### src/hw/rtl/scpp_pkg.sv
// shared types, widths and constants of the supercap charge power controller
// no dependencies; used by the register file, the divider, the top level and the testbench
package scpp_pkg;

    // configuration port
    localparam int CFG_AW = 5;
    localparam int CFG_DW = 32;

    // register indexes
    localparam logic [2:0] REG_POWER_TARGET   = 3'd0;
    localparam logic [2:0] REG_PROTECT_BUFFER = 3'd1;
    localparam logic [2:0] REG_DISCHARGE_MIN  = 3'd2;
    localparam logic [2:0] REG_OVERVOLT       = 3'd3;
    localparam logic [2:0] REG_INTEG_LIMIT    = 3'd4;
    localparam logic [2:0] REG_SPEED_SCALE    = 3'd5;

    // register reset values
    localparam logic [13:0] RST_POWER_TARGET   = 14'd4800;
    localparam logic [9:0]  RST_PROTECT_BUFFER = 10'd50;
    localparam logic [15:0] RST_DISCHARGE_MIN  = 16'd12000;
    localparam logic [15:0] RST_OVERVOLT       = 16'd23500;
    localparam logic [11:0] RST_INTEG_LIMIT    = 12'd2000;
    localparam logic [15:0] RST_SPEED_SCALE    = 16'd7900;

    // set-point range and charge command ceiling
    localparam logic [10:0] SP_FLOOR = 11'd1270;
    localparam logic [10:0] SP_CEIL  = 11'd1600;
    localparam logic [12:0] C_MAX    = 13'd1000;

    // shared divider: dividend, divisor, quotient and step counter widths
    localparam int DIV_NW = 44;
    localparam int DIV_DW = 32;
    localparam int DIV_QW = 13;
    localparam int DIV_CW = 4;

    // constant divisors
    localparam logic [DIV_DW-1:0] DIV_INTEG = 32'd3200;
    localparam logic [DIV_DW-1:0] DIV_DAC   = 32'd3300;
    localparam logic [DIV_DW-1:0] DIV_RATIO = 32'd38400;

    typedef struct packed {
        logic [13:0] power_target;
        logic [9:0]  protect_buffer_min;
        logic [15:0] discharge_min_mv;
        logic [15:0] overvolt_mv;
        logic [11:0] integrator_limit;
        logic [15:0] speed_scale;
    } t_cfg;

    typedef struct packed {
        logic              start;
        logic [DIV_NW-1:0] dividend;
        logic [DIV_DW-1:0] divisor;
    } t_div_req;

endpackage

### src/hw/rtl/scpp_in_if.sv
// input channel of the supercap charge power controller: one control tick word
// no dependencies
interface scpp_in_if;
    logic               valid;
    logic               ready;
    logic               starting;
    logic               boost_key;
    logic               steady_motion;
    logic signed [16:0] speed_target;
    logic [13:0]        measured_power;
    logic [9:0]         power_remaining;
    logic [15:0]        cap_millivolts;

    modport source (
        output valid, starting, boost_key, steady_motion, speed_target,
               measured_power, power_remaining, cap_millivolts,
        input  ready
    );
    modport sink (
        input  valid, starting, boost_key, steady_motion, speed_target,
               measured_power, power_remaining, cap_millivolts,
        output ready
    );
endinterface

### src/hw/rtl/scpp_out_if.sv
// output channel of the supercap charge power controller: one result word
// no dependencies
interface scpp_out_if;
    logic        valid;
    logic        ready;
    logic        charge_enable;
    logic        discharge_enable;
    logic [10:0] setpoint_mv;
    logic [11:0] dac_code;

    modport source (
        output valid, charge_enable, discharge_enable, setpoint_mv, dac_code,
        input  ready
    );
    modport sink (
        input  valid, charge_enable, discharge_enable, setpoint_mv, dac_code,
        output ready
    );
endinterface

### src/hw/rtl/scpp_cfg.sv
// apb-style configuration registers of the supercap charge power controller
// depends on scpp_pkg
module scpp_cfg (
    input  logic                          i_clk,
    input  logic                          i_rst_n,
    input  logic                          psel,
    input  logic                          penable,
    input  logic                          pwrite,
    input  logic [scpp_pkg::CFG_AW-1:0]   paddr,
    input  logic [scpp_pkg::CFG_DW-1:0]   pwdata,
    output logic [scpp_pkg::CFG_DW-1:0]   prdata,
    output logic                          pready,
    output scpp_pkg::t_cfg                o_cfg
);
    import scpp_pkg::*;

    t_cfg       r_cfg;
    logic       w_wr;
    logic [2:0] w_idx;

    assign pready = 1'b1;
    assign w_wr   = psel && penable && pwrite;
    assign w_idx  = paddr[CFG_AW-1:2];
    assign o_cfg  = r_cfg;

    // register writes
    always_ff @(posedge i_clk) begin
        if (!i_rst_n) begin
            r_cfg.power_target       <= RST_POWER_TARGET;
            r_cfg.protect_buffer_min <= RST_PROTECT_BUFFER;
            r_cfg.discharge_min_mv   <= RST_DISCHARGE_MIN;
            r_cfg.overvolt_mv        <= RST_OVERVOLT;
            r_cfg.integrator_limit   <= RST_INTEG_LIMIT;
            r_cfg.speed_scale        <= RST_SPEED_SCALE;
        end else if (w_wr) begin
            unique case (w_idx)
                REG_POWER_TARGET:   r_cfg.power_target       <= pwdata[13:0];
                REG_PROTECT_BUFFER: r_cfg.protect_buffer_min <= pwdata[9:0];
                REG_DISCHARGE_MIN:  r_cfg.discharge_min_mv   <= pwdata[15:0];
                REG_OVERVOLT:       r_cfg.overvolt_mv        <= pwdata[15:0];
                REG_INTEG_LIMIT:    r_cfg.integrator_limit   <= pwdata[11:0];
                REG_SPEED_SCALE:    r_cfg.speed_scale        <= pwdata[15:0];
                default: ;
            endcase
        end
    end

    // register reads
    always_comb begin
        unique case (w_idx)
            REG_POWER_TARGET:   prdata = CFG_DW'(r_cfg.power_target);
            REG_PROTECT_BUFFER: prdata = CFG_DW'(r_cfg.protect_buffer_min);
            REG_DISCHARGE_MIN:  prdata = CFG_DW'(r_cfg.discharge_min_mv);
            REG_OVERVOLT:       prdata = CFG_DW'(r_cfg.overvolt_mv);
            REG_INTEG_LIMIT:    prdata = CFG_DW'(r_cfg.integrator_limit);
            REG_SPEED_SCALE:    prdata = CFG_DW'(r_cfg.speed_scale);
            default:            prdata = '0;
        endcase
    end

endmodule

### src/hw/rtl/scpp_div.sv
// shared restoring divider, one quotient bit per cycle, DIV_QW steps per pass
// depends on scpp_pkg; the quotient must stay below 2**DIV_QW
module scpp_div (
    input  logic                          i_clk,
    input  logic                          i_rst_n,
    input  scpp_pkg::t_div_req            i_req,
    output logic                          o_done,
    output logic [scpp_pkg::DIV_QW-1:0]   o_quot
);
    import scpp_pkg::*;

    logic              r_busy;
    logic              r_done;
    logic [DIV_CW-1:0] r_cnt;
    logic [DIV_NW-1:0] r_rem;
    logic [DIV_DW-1:0] r_dv;
    logic [DIV_QW-1:0] r_q;

    logic [DIV_NW-1:0] w_shift;
    logic [DIV_NW:0]   w_diff;
    logic              w_ge;

    // trial subtract of the divisor aligned at the current quotient bit
    assign w_shift = {{(DIV_NW-DIV_DW){1'b0}}, r_dv} << r_cnt;
    assign w_diff  = {1'b0, r_rem} - {1'b0, w_shift};
    assign w_ge    = !w_diff[DIV_NW];

    assign o_done = r_done;
    assign o_quot = r_q;

    // step sequencing
    always_ff @(posedge i_clk) begin
        if (!i_rst_n) begin
            r_busy <= 1'b0;
            r_done <= 1'b0;
        end else begin
            r_done <= 1'b0;
            if (i_req.start) begin
                r_busy <= 1'b1;
                r_cnt  <= DIV_CW'(DIV_QW - 1);
                r_rem  <= i_req.dividend;
                r_dv   <= i_req.divisor;
                r_q    <= '0;
            end else if (r_busy) begin
                if (w_ge) begin
                    r_rem        <= w_diff[DIV_NW-1:0];
                    r_q[r_cnt]   <= 1'b1;
                end
                if (r_cnt == '0) begin
                    r_busy <= 1'b0;
                    r_done <= 1'b1;
                end else begin
                    r_cnt <= r_cnt - 1'b1;
                end
            end
        end
    end

endmodule

### src/hw/rtl/supercap_charge_power_pi_unit.sv
// supercap charge power controller: gain-scheduled pid on power error
// the shared divider makes up to three 13-step passes per word (integrator, ratio, dac code);
// the ratio pass is skipped when the pid sum is not positive or the ratio numerator is zero,
// and a starting word makes only the dac pass; a new word is taken only once idle again
// a finished word waits in the output register while the next word is accepted
// reset (synchronous, active low): registers to defaults, integrator, error and set-point to 0
module supercap_charge_power_pi_unit (
    input  logic                          i_clk,
    input  logic                          i_rst_n,
    scpp_in_if.sink                       i_in,
    scpp_out_if.source                    o_out,
    input  logic                          psel,
    input  logic                          penable,
    input  logic                          pwrite,
    input  logic [scpp_pkg::CFG_AW-1:0]   paddr,
    input  logic [scpp_pkg::CFG_DW-1:0]   pwdata,
    output logic [scpp_pkg::CFG_DW-1:0]   prdata,
    output logic                          pready
);
    import scpp_pkg::*;

    localparam logic [3:0] S_IDLE = 4'd0;
    localparam logic [3:0] S_INT  = 4'd1;
    localparam logic [3:0] S_INTW = 4'd2;
    localparam logic [3:0] S_PID  = 4'd3;
    localparam logic [3:0] S_MUL  = 4'd4;
    localparam logic [3:0] S_RATW = 4'd5;
    localparam logic [3:0] S_FIN  = 4'd6;
    localparam logic [3:0] S_DAC  = 4'd7;
    localparam logic [3:0] S_DACW = 4'd8;
    localparam logic [3:0] S_DONE = 4'd9;

    t_cfg              w_cfg;
    t_div_req          w_req;
    logic              w_div_done;
    logic [DIV_QW-1:0] w_quot;

    logic [3:0]         r_state;
    logic [3:0]         n_state;

    // latched word
    logic               r_boost;
    logic               r_steady;
    logic signed [16:0] r_speed;
    logic [13:0]        r_power;
    logic [9:0]         r_remain;
    logic [15:0]        r_capmv;

    // pid state
    logic signed [12:0] r_isum;
    logic signed [15:0] r_prev;
    logic [10:0]        r_held;

    // working registers
    logic signed [14:0] r_e;
    logic               r_neg;
    logic               r_pg_hi;
    logic [16:0]        r_num;
    logic [16:0]        r_den;
    logic signed [28:0] r_n;
    logic               r_zero;
    logic [10:0]        r_sp;
    logic               r_chg;
    logic               r_dis;
    logic [11:0]        r_dac;

    // output register
    logic               r_ovalid;
    logic               r_ochg;
    logic               r_odis;
    logic [10:0]        r_osp;
    logic [11:0]        r_odac;

    logic               w_in_acc;
    logic               w_out_load;

    scpp_cfg u_cfg (
        .i_clk   (i_clk),
        .i_rst_n (i_rst_n),
        .psel    (psel),
        .penable (penable),
        .pwrite  (pwrite),
        .paddr   (paddr),
        .pwdata  (pwdata),
        .prdata  (prdata),
        .pready  (pready),
        .o_cfg   (w_cfg)
    );

    scpp_div u_div (
        .i_clk   (i_clk),
        .i_rst_n (i_rst_n),
        .i_req   (w_req),
        .o_done  (w_div_done),
        .o_quot  (w_quot)
    );

    // gain select, power error, integrator dividend and speed ratio
    logic               w_ratio1;
    logic signed [4:0]  w_ig;
    logic signed [14:0] w_e;
    logic signed [25:0] w_x;
    logic [25:0]        w_xabs;
    logic signed [17:0] w_sp1;
    logic [17:0]        w_dabs;
    logic [16:0]        w_num;
    logic [16:0]        w_den;
    logic               w_unity;

    always_comb begin
        w_ratio1 = (r_speed == '0) || r_boost;
        if (w_ratio1) begin
            w_ig = 5'sd8;
        end else if (r_steady) begin
            w_ig = 5'sd9;
        end else begin
            w_ig = 5'sd10;
        end
        w_e    = $signed({1'b0, w_cfg.power_target}) - $signed({1'b0, r_power});
        w_x    = 26'(r_isum) * 26'sd3200 + 26'(w_e) * 26'(w_ig);
        w_xabs = w_x[25] ? 26'(-w_x) : 26'(w_x);
        w_sp1  = 18'(r_speed) + 18'sd1;
        w_dabs = w_sp1[17] ? 18'(-w_sp1) : 18'(w_sp1);
        w_num  = r_steady ? {w_cfg.speed_scale, 1'b0} : {1'b0, w_cfg.speed_scale};
        w_den  = w_dabs[16:0];
        w_unity = w_ratio1 || (w_den == '0) || (w_num >= w_den);
    end

    // integrator clamp and pid sum
    logic signed [13:0] w_acc;
    logic signed [13:0] w_lim;
    logic signed [13:0] w_accc;
    logic signed [28:0] w_n;

    always_comb begin
        w_acc = r_neg ? -$signed({1'b0, w_quot}) : $signed({1'b0, w_quot});
        w_lim = $signed({2'b00, w_cfg.integrator_limit});
        if (w_acc > w_lim) begin
            w_accc = w_lim;
        end else if (w_acc < -w_lim) begin
            w_accc = -w_lim;
        end else begin
            w_accc = w_acc;
        end
        w_n = 29'(r_e) * (r_pg_hi ? 29'sd3000 : 29'sd2400) + 29'(w_accc) * 29'sd12800
            + 29'(r_e) - 29'(r_prev);
    end

    // ratio product, divisor and charge command
    logic               w_nz;
    logic [DIV_NW-1:0]  w_prod;
    logic [DIV_DW-1:0]  w_rdv;
    logic [12:0]        w_c;
    logic [10:0]        w_spsum;
    logic [10:0]        w_spc;
    logic               w_protect;

    always_comb begin
        w_nz    = r_n[28] || (r_n == '0) || (r_num == '0);
        w_prod  = DIV_NW'(r_n[26:0]) * DIV_NW'(r_num);
        w_rdv   = DIV_DW'(r_den) * DIV_RATIO;
        if (r_zero) begin
            w_c = '0;
        end else if (w_quot > C_MAX) begin
            w_c = C_MAX;
        end else begin
            w_c = w_quot;
        end
        w_spsum = SP_FLOOR + 11'(w_c[9:1]);
        w_spc   = (w_spsum > SP_CEIL) ? SP_CEIL : w_spsum;
        w_protect = (r_remain < w_cfg.protect_buffer_min) || (r_capmv >= w_cfg.overvolt_mv);
    end

    // divider requests from the sequencer
    always_comb begin
        w_req = '0;
        unique case (r_state)
            S_INT: begin
                w_req.start    = 1'b1;
                w_req.dividend = DIV_NW'(w_xabs[24:0]);
                w_req.divisor  = DIV_INTEG;
            end
            S_MUL: begin
                w_req.start    = !w_nz;
                w_req.dividend = w_prod;
                w_req.divisor  = w_rdv;
            end
            S_DAC: begin
                w_req.start    = 1'b1;
                w_req.dividend = DIV_NW'({r_sp, 12'b0});
                w_req.divisor  = DIV_DAC;
            end
            default: ;
        endcase
    end

    // handshakes
    assign i_in.ready  = (r_state == S_IDLE);
    assign w_in_acc    = i_in.valid && (r_state == S_IDLE);
    assign w_out_load  = (r_state == S_DONE) && (!r_ovalid || o_out.ready);

    assign o_out.valid            = r_ovalid;
    assign o_out.charge_enable    = r_ochg;
    assign o_out.discharge_enable = r_odis;
    assign o_out.setpoint_mv      = r_osp;
    assign o_out.dac_code         = r_odac;

    // sequencer next state
    always_comb begin
        n_state = r_state;
        unique case (r_state)
            S_IDLE: if (i_in.valid) begin
                n_state = i_in.starting ? S_DAC : S_INT;
            end
            S_INT:  n_state = S_INTW;
            S_INTW: if (w_div_done) begin
                n_state = S_PID;
            end
            S_PID:  n_state = S_MUL;
            S_MUL:  n_state = w_nz ? S_FIN : S_RATW;
            S_RATW: if (w_div_done) begin
                n_state = S_FIN;
            end
            S_FIN:  n_state = S_DAC;
            S_DAC:  n_state = S_DACW;
            S_DACW: if (w_div_done) begin
                n_state = S_DONE;
            end
            S_DONE: if (w_out_load) begin
                n_state = S_IDLE;
            end
            default: n_state = S_IDLE;
        endcase
    end

    // control state, pid state, held set-point and output valid
    always_ff @(posedge i_clk) begin
        if (!i_rst_n) begin
            r_state  <= S_IDLE;
            r_isum   <= '0;
            r_prev   <= '0;
            r_held   <= '0;
            r_ovalid <= 1'b0;
        end else begin
            r_state <= n_state;
            if (r_state == S_PID) begin
                r_isum <= w_accc[12:0];
                r_prev <= 16'(r_e);
            end
            if (r_state == S_FIN) begin
                r_held <= w_protect ? SP_FLOOR : w_spc;
            end
            if (w_out_load) begin
                r_ovalid <= 1'b1;
            end else if (o_out.ready) begin
                r_ovalid <= 1'b0;
            end
        end
    end

    // datapath registers
    always_ff @(posedge i_clk) begin
        if (w_in_acc) begin
            r_boost  <= i_in.boost_key;
            r_steady <= i_in.steady_motion;
            r_speed  <= i_in.speed_target;
            r_power  <= i_in.measured_power;
            r_remain <= i_in.power_remaining;
            r_capmv  <= i_in.cap_millivolts;
            // starting word repeats the held set-point with both switches off
            r_sp     <= r_held;
            r_chg    <= 1'b0;
            r_dis    <= 1'b0;
        end
        if (r_state == S_INT) begin
            r_e     <= w_e;
            r_neg   <= w_x[25];
            r_pg_hi <= !w_ratio1;
            r_num   <= w_unity ? 17'd1 : w_num;
            r_den   <= w_unity ? 17'd1 : w_den;
        end
        if (r_state == S_PID) begin
            r_n <= w_n;
        end
        if (r_state == S_MUL) begin
            r_zero <= w_nz;
        end
        if (r_state == S_FIN) begin
            r_sp  <= w_protect ? SP_FLOOR : w_spc;
            r_chg <= !w_protect;
            r_dis <= r_boost && (r_capmv > w_cfg.discharge_min_mv);
        end
        if ((r_state == S_DACW) && w_div_done) begin
            r_dac <= w_quot[11:0];
        end
        if (w_out_load) begin
            r_ochg <= r_chg;
            r_odis <= r_dis;
            r_osp  <= r_sp;
            r_odac <= r_dac;
        end
    end

endmodule

### src/flat_wrapper.sv
// flat-port wrapper written by rule: the top's interface ports become plain ports
module supercap_charge_power_pi_unit_flat import scpp_pkg::*;
  (i_clk, i_rst_n, psel, penable, pwrite, paddr, pwdata, prdata, pready, i_in_valid, i_in_starting, i_in_boost_key, i_in_steady_motion, i_in_speed_target, i_in_measured_power, i_in_power_remaining, i_in_cap_millivolts, i_in_ready, o_out_valid, o_out_charge_enable, o_out_discharge_enable, o_out_setpoint_mv, o_out_dac_code, o_out_ready);
  scpp_in_if i_in_i ();
  scpp_out_if o_out_i ();
  input  logic i_clk;
  input  logic i_rst_n;
  input  logic psel;
  input  logic penable;
  input  logic pwrite;
  input  logic [scpp_pkg::CFG_AW-1:0] paddr;
  input  logic [scpp_pkg::CFG_DW-1:0] pwdata;
  output logic [scpp_pkg::CFG_DW-1:0] prdata;
  output logic pready;
  input wire logic [$bits(i_in_i.valid)-1:0] i_in_valid;
  input wire logic [$bits(i_in_i.starting)-1:0] i_in_starting;
  input wire logic [$bits(i_in_i.boost_key)-1:0] i_in_boost_key;
  input wire logic [$bits(i_in_i.steady_motion)-1:0] i_in_steady_motion;
  input wire logic [$bits(i_in_i.speed_target)-1:0] i_in_speed_target;
  input wire logic [$bits(i_in_i.measured_power)-1:0] i_in_measured_power;
  input wire logic [$bits(i_in_i.power_remaining)-1:0] i_in_power_remaining;
  input wire logic [$bits(i_in_i.cap_millivolts)-1:0] i_in_cap_millivolts;
  output wire logic [$bits(i_in_i.ready)-1:0] i_in_ready;
  output wire logic [$bits(o_out_i.valid)-1:0] o_out_valid;
  output wire logic [$bits(o_out_i.charge_enable)-1:0] o_out_charge_enable;
  output wire logic [$bits(o_out_i.discharge_enable)-1:0] o_out_discharge_enable;
  output wire logic [$bits(o_out_i.setpoint_mv)-1:0] o_out_setpoint_mv;
  output wire logic [$bits(o_out_i.dac_code)-1:0] o_out_dac_code;
  input wire logic [$bits(o_out_i.ready)-1:0] o_out_ready;
  assign i_in_i.valid = i_in_valid;
  assign i_in_i.starting = i_in_starting;
  assign i_in_i.boost_key = i_in_boost_key;
  assign i_in_i.steady_motion = i_in_steady_motion;
  assign i_in_i.speed_target = i_in_speed_target;
  assign i_in_i.measured_power = i_in_measured_power;
  assign i_in_i.power_remaining = i_in_power_remaining;
  assign i_in_i.cap_millivolts = i_in_cap_millivolts;
  assign i_in_ready = i_in_i.ready;
  assign o_out_valid = o_out_i.valid;
  assign o_out_charge_enable = o_out_i.charge_enable;
  assign o_out_discharge_enable = o_out_i.discharge_enable;
  assign o_out_setpoint_mv = o_out_i.setpoint_mv;
  assign o_out_dac_code = o_out_i.dac_code;
  assign o_out_i.ready = o_out_ready;
  supercap_charge_power_pi_unit u_core (.i_clk(i_clk), .i_rst_n(i_rst_n), .i_in(i_in_i), .o_out(o_out_i), .psel(psel), .penable(penable), .pwrite(pwrite), .paddr(paddr), .pwdata(pwdata), .prdata(prdata), .pready(pready));
endmodule
### config.mk
export PLATFORM = sky130hd
export DESIGN_NAME = supercap_charge_power_pi_unit_flat
export DESIGN_NICKNAME = d
export VERILOG_FILES = /design/src/hw/rtl/scpp_pkg.sv /design/src/hw/rtl/scpp_in_if.sv /design/src/hw/rtl/scpp_out_if.sv /design/src/hw/rtl/scpp_cfg.sv /design/src/hw/rtl/scpp_div.sv /design/src/hw/rtl/supercap_charge_power_pi_unit.sv /design/src/flat_wrapper.sv
export SDC_FILE = /design/constraint.sdc
export NUM_CORES = 2
export LEC_CHECK = 0
export ABC_AREA = 1
export BUFFER_PORTS_ARGS = -buffer_cell sky130_fd_sc_hd__buf_2
export CORE_ASPECT_RATIO = 1.5
export CORE_MARGIN = 2
export CORE_UTILIZATION = 30
export CTS_CLUSTER_SIZE = 28
export DETAILED_ROUTE_END_ITERATION = 8
export SKIP_LAST_GASP = 1
export SYNTH_ARGS = -nofsm -noshare
export SYNTH_HDL_FRONTEND = slang
export SYNTH_SLANG_ARGS = --single-unit
### constraint.sdc
create_clock -name i_clk -period 11 [get_ports i_clk]
set_clock_uncertainty 0.2 [all_clocks]
set_input_delay 2.2 -clock i_clk [delete_from_list [all_inputs] [get_ports i_clk]]
set_output_delay 2.2 -clock i_clk [all_outputs]
set_load 0.01 [all_outputs]
==> summary.txt <==
Final layout
  • Commonest non-fill, non-tap cell in the layout: inv_1
  • Design Area, Final: approximately 0.058 mm2
  • Area grow syn2layout: 8.77%
  • Most frequent cells in the layout: inv_1 (1,443), nand2_1 (1,419), fa_1 (598)
  • Nets@finish: 8,067
  • Fraction of layout cells with a size suffix above 1: 4.69%

Routing
  • Final WL: 167,000 um
  • Wirelength per Cell: 18.4 um
  • 1st-pass router iterations: 5
  • Initial detailed-routing violation count: roughly 2,400
  • DR vias: around 45,000
  • Vias per cell: between 4 and 5
  • Final ANT Viol Nets: 0
  • DRC violations left: 0

Yosys
  • Avg Cell Area, Syn: approximately 8 um2
  • Cells after Synth: roughly 6,700
  • Number of synthesized flops with an enable pin: 275
  • Fraction of registers with async set/reset: 0%
  • Flop and latch count out of synthesis: 405
  • Cell area after technology mapping: 0.0532 mm2
  • Main synth FF type: edfxtp_1
  • Seq/Total Area, Yosys: 20.4%
  • Post-synth cell types: 62
  • Warnings, synthesis: 0

Flow run
  • Max-Cap Viols: 0

Setup path
  • Worst setup startpoint: u_core.u_cfg.o_cfg[16]
  • Critical Path Start Type: register
  • CP endpoint kind: register
  • Crit path kind: register to register
  • Max incr delay on CP: 530 ps
  • CP required: 11,180 ps
  • Critical Path Fanout Max: 14
  • Path depth of the worst reg2reg path: 51
  • Flop2flop setup slack: around 960 ps
  • Critical path endpoint: u_core.r_n[28]
  • Arrival time worst endpoint: 10,230 ps
  • Reg-to-Reg Start: u_core.u_cfg.o_cfg[16]
  • R2r endpoint: u_core.r_n[28]
  • Worst path most repeated cell: nand2_1
  • Crit-path slowest cell: fa_1

Global routing
  • Total grt overflow: 0
  • Total track usage: 18.6%
  • Initial antenna violation count: 8
  • Largest net degree at the start of global routing: 86
  • Vias in the first global route: 46,800
  • First-pass GRT wire length: ~260,000 um

CTS
  • CTS tree: built
  • Clock Pin Slew Worst Setup and Hold Paths: 70 ps
  • CTS H-tree depth: 2
  • Hold buffer count at CTS: 0
  • Clock root buffer: clkbuf_16
  • Total setup buffers inserted after CTS: 0
  • Total CTS buffers: 42
  • Clk_lat worst skew: approximately 650 ps
  • Clock sinks: 405
  • Clock buffer depth: 3

Min path
  • Hold Path Class: register to register

Die
  • Die area: around 0.18 mm2
  • Initial Util: 30.1%
  • Die Ht: roughly 520 um
  • Row count: 189
  • Io pins: 164
  • Core area: around 0.18 mm2
  • Die width: 348 um

STA
  • Tightest Pin Transition: roughly 1200 ps
  • Fmax: 99.6 MHz
  • Fin. Hold Viols: 0
  • Relative slew margins: a little under a quarter
  • Final worst path period share: between 90% and 100%
  • Min cycle time layout: 10,040 ps
  • Setup TNS: 0 ps
  • Worst Slack Setup Final: 957 ps
  • # setup viols final: 0
  • Slew Limit Fails: 0

Placement
  • Dpl hpwl: 139,000 um
  • GPL Wtd Cong: 0.965
  • Area after DPL: ~0.056 mm2
  • # port buffers: 128
  • DP Worst Slack: 739 ps

Run status
  • Outcome: finished, final reports clean
## sequential cells by signal, summed over array words and instances (netlist names), 10 cells and up
register,flops
u_core.r_den,17
u_core.r_capmv,16
u_core.r_n,29
u_core.r_prev,15
u_core.r_e,15
u_core.u_div.r_rem,43
u_core.u_cfg.o_cfg,84
u_core.r_isum,13
u_core.u_div.o_quot,13
u_core.r_sp,11
u_core.u_div.r_dv,25
u_core.r_remain,10
u_core.r_speed,17
u_core.r_dac,12
u_core.r_power,14
u_core.r_num,17
u_core.r_held,11
u_core.o_out.dac_code,12
u_core.o_out.setpoint_mv,11
## how the worst min path moves through the flow
stage | startpoint | end | cells past startpoint
global route | u_core.r_dac[3] | u_core.o_out.dac_code[3] | 0
global placement | u_core.r_chg | u_core.o_out.charge_enable | 0
floorplan | u_core.r_chg | u_core.o_out.charge_enable | 0
finish | u_core.r_chg | u_core.o_out.charge_enable | 0
CTS | u_core.r_chg | u_core.o_out.charge_enable | 0
detailed placement | u_core.r_dac[3] | u_core.o_out.dac_code[3] | 0
## kinds of logic (layout without fill, tap and decap cells)
group                      count (synthesis)  after routing  synth area share, %
AOI/OAI and AO/OA                       1081           1081                 11.3
adders and majority gates               1173           1173                 36.1
xor gates and xnor gates                 165            165                 2.75
other                                      2             29               0.0141
and+or+nand+nor                         2234           2234                 17.1
muxes                                     14             14                0.264
DFF                                      405            405                 20.4
buffers and inverters                   1674           1729                 12.0
## per-stage QoR
step           hold WS [ps]  utilization, %  std cells
6_report                223            32.8       9122
5_1_grt                 228            32.8       9121
4_1_cts                 224            32.8       9115
3_5_place_dp            208            32.0       9038
3_3_place_gp            208            32.0       9038
2_1_floorplan           200               -       6768
## what timing repair did
item                                   4_1_cts  5_1_grt
endpoints found under the hold margin        0        0
setup endpoints to repair                    0        1
gates resized for setup                      0        5
## cells in the mapped netlist, types with 5 or more instances
cell	instances	share of area, %
inv_1	1443	10
nand2_1	1420	10
fa_1	598	23
ha_1	575	14
a21oi_1	449	4.2
nor2_1	435	3.1
o21ai_0	389	3.7
edfxtp_1	275	16
nand3_1	194	1.8
clkbuf_1	145	1.0
dfxtp_1	130	4.9
xor2_1	112	1.8
xnor2_1	51	0.84
nand4_1	50	0.59
o211ai_1	50	0.71
nor3_1	47	0.44
buf_1	40	0.28
nor4_1	25	0.29
a21o_1	24	0.34
a31oi_1	23	0.27
buf_4	18	0.25
nand3b_1	17	0.24
o21a_1	17	0.24
o21bai_1	17	0.24
a21boi_0	16	0.23
or2_2	16	0.19
a221oi_1	14	0.23
buf_2	14	0.13
mux2i_1	14	0.26
o221ai_1	12	0.20
o22ai_1	12	0.14
a211oi_1	11	0.16
a22oi_1	11	0.16
clkinv_1	9	0.064
o21ai_1	7	0.066
o31ai_1	6	0.085
and2_1	5	0.059
nor2_2	5	0.059
o21ai_2	5	0.082
## critical path: cells and delay by family (launching register included)
kind / cells / cell delay, ps
DFF: 1 / 330
buffers and inverters: 10 / 940
xor gates and xnor gates: 3 / 680
AOI/OAI and AO/OA: 11 / 2180
adders and majority gates: 9 / 3420
and+or+nand+nor: 18 / 2080
## metal layers
| layer | routed length, um | track usage [%] |
|---|---|---|
| met5 | 32 | 0 |
| met4 | 11700 | 11.5 |
| met3 | 6590 | 1.87 |
| met2 | 90000 | 35.9 |
| met1 | 59200 | 18.9 |
## cell type report
cell class	instances	area, um2
antenna	7	17.5
clock buffer	50	1090
clock inverter	27	319
fill	18700	119000
inverter	1453	5460
multi-input combinational	4689	36000
sequential	405	10900
tap	2292	2870
timing repair buffer	199	1170
Power is left out: the tool's default activity adds up to more than one toggle a clock period on the data nets, which glitch-free logic cannot reach.
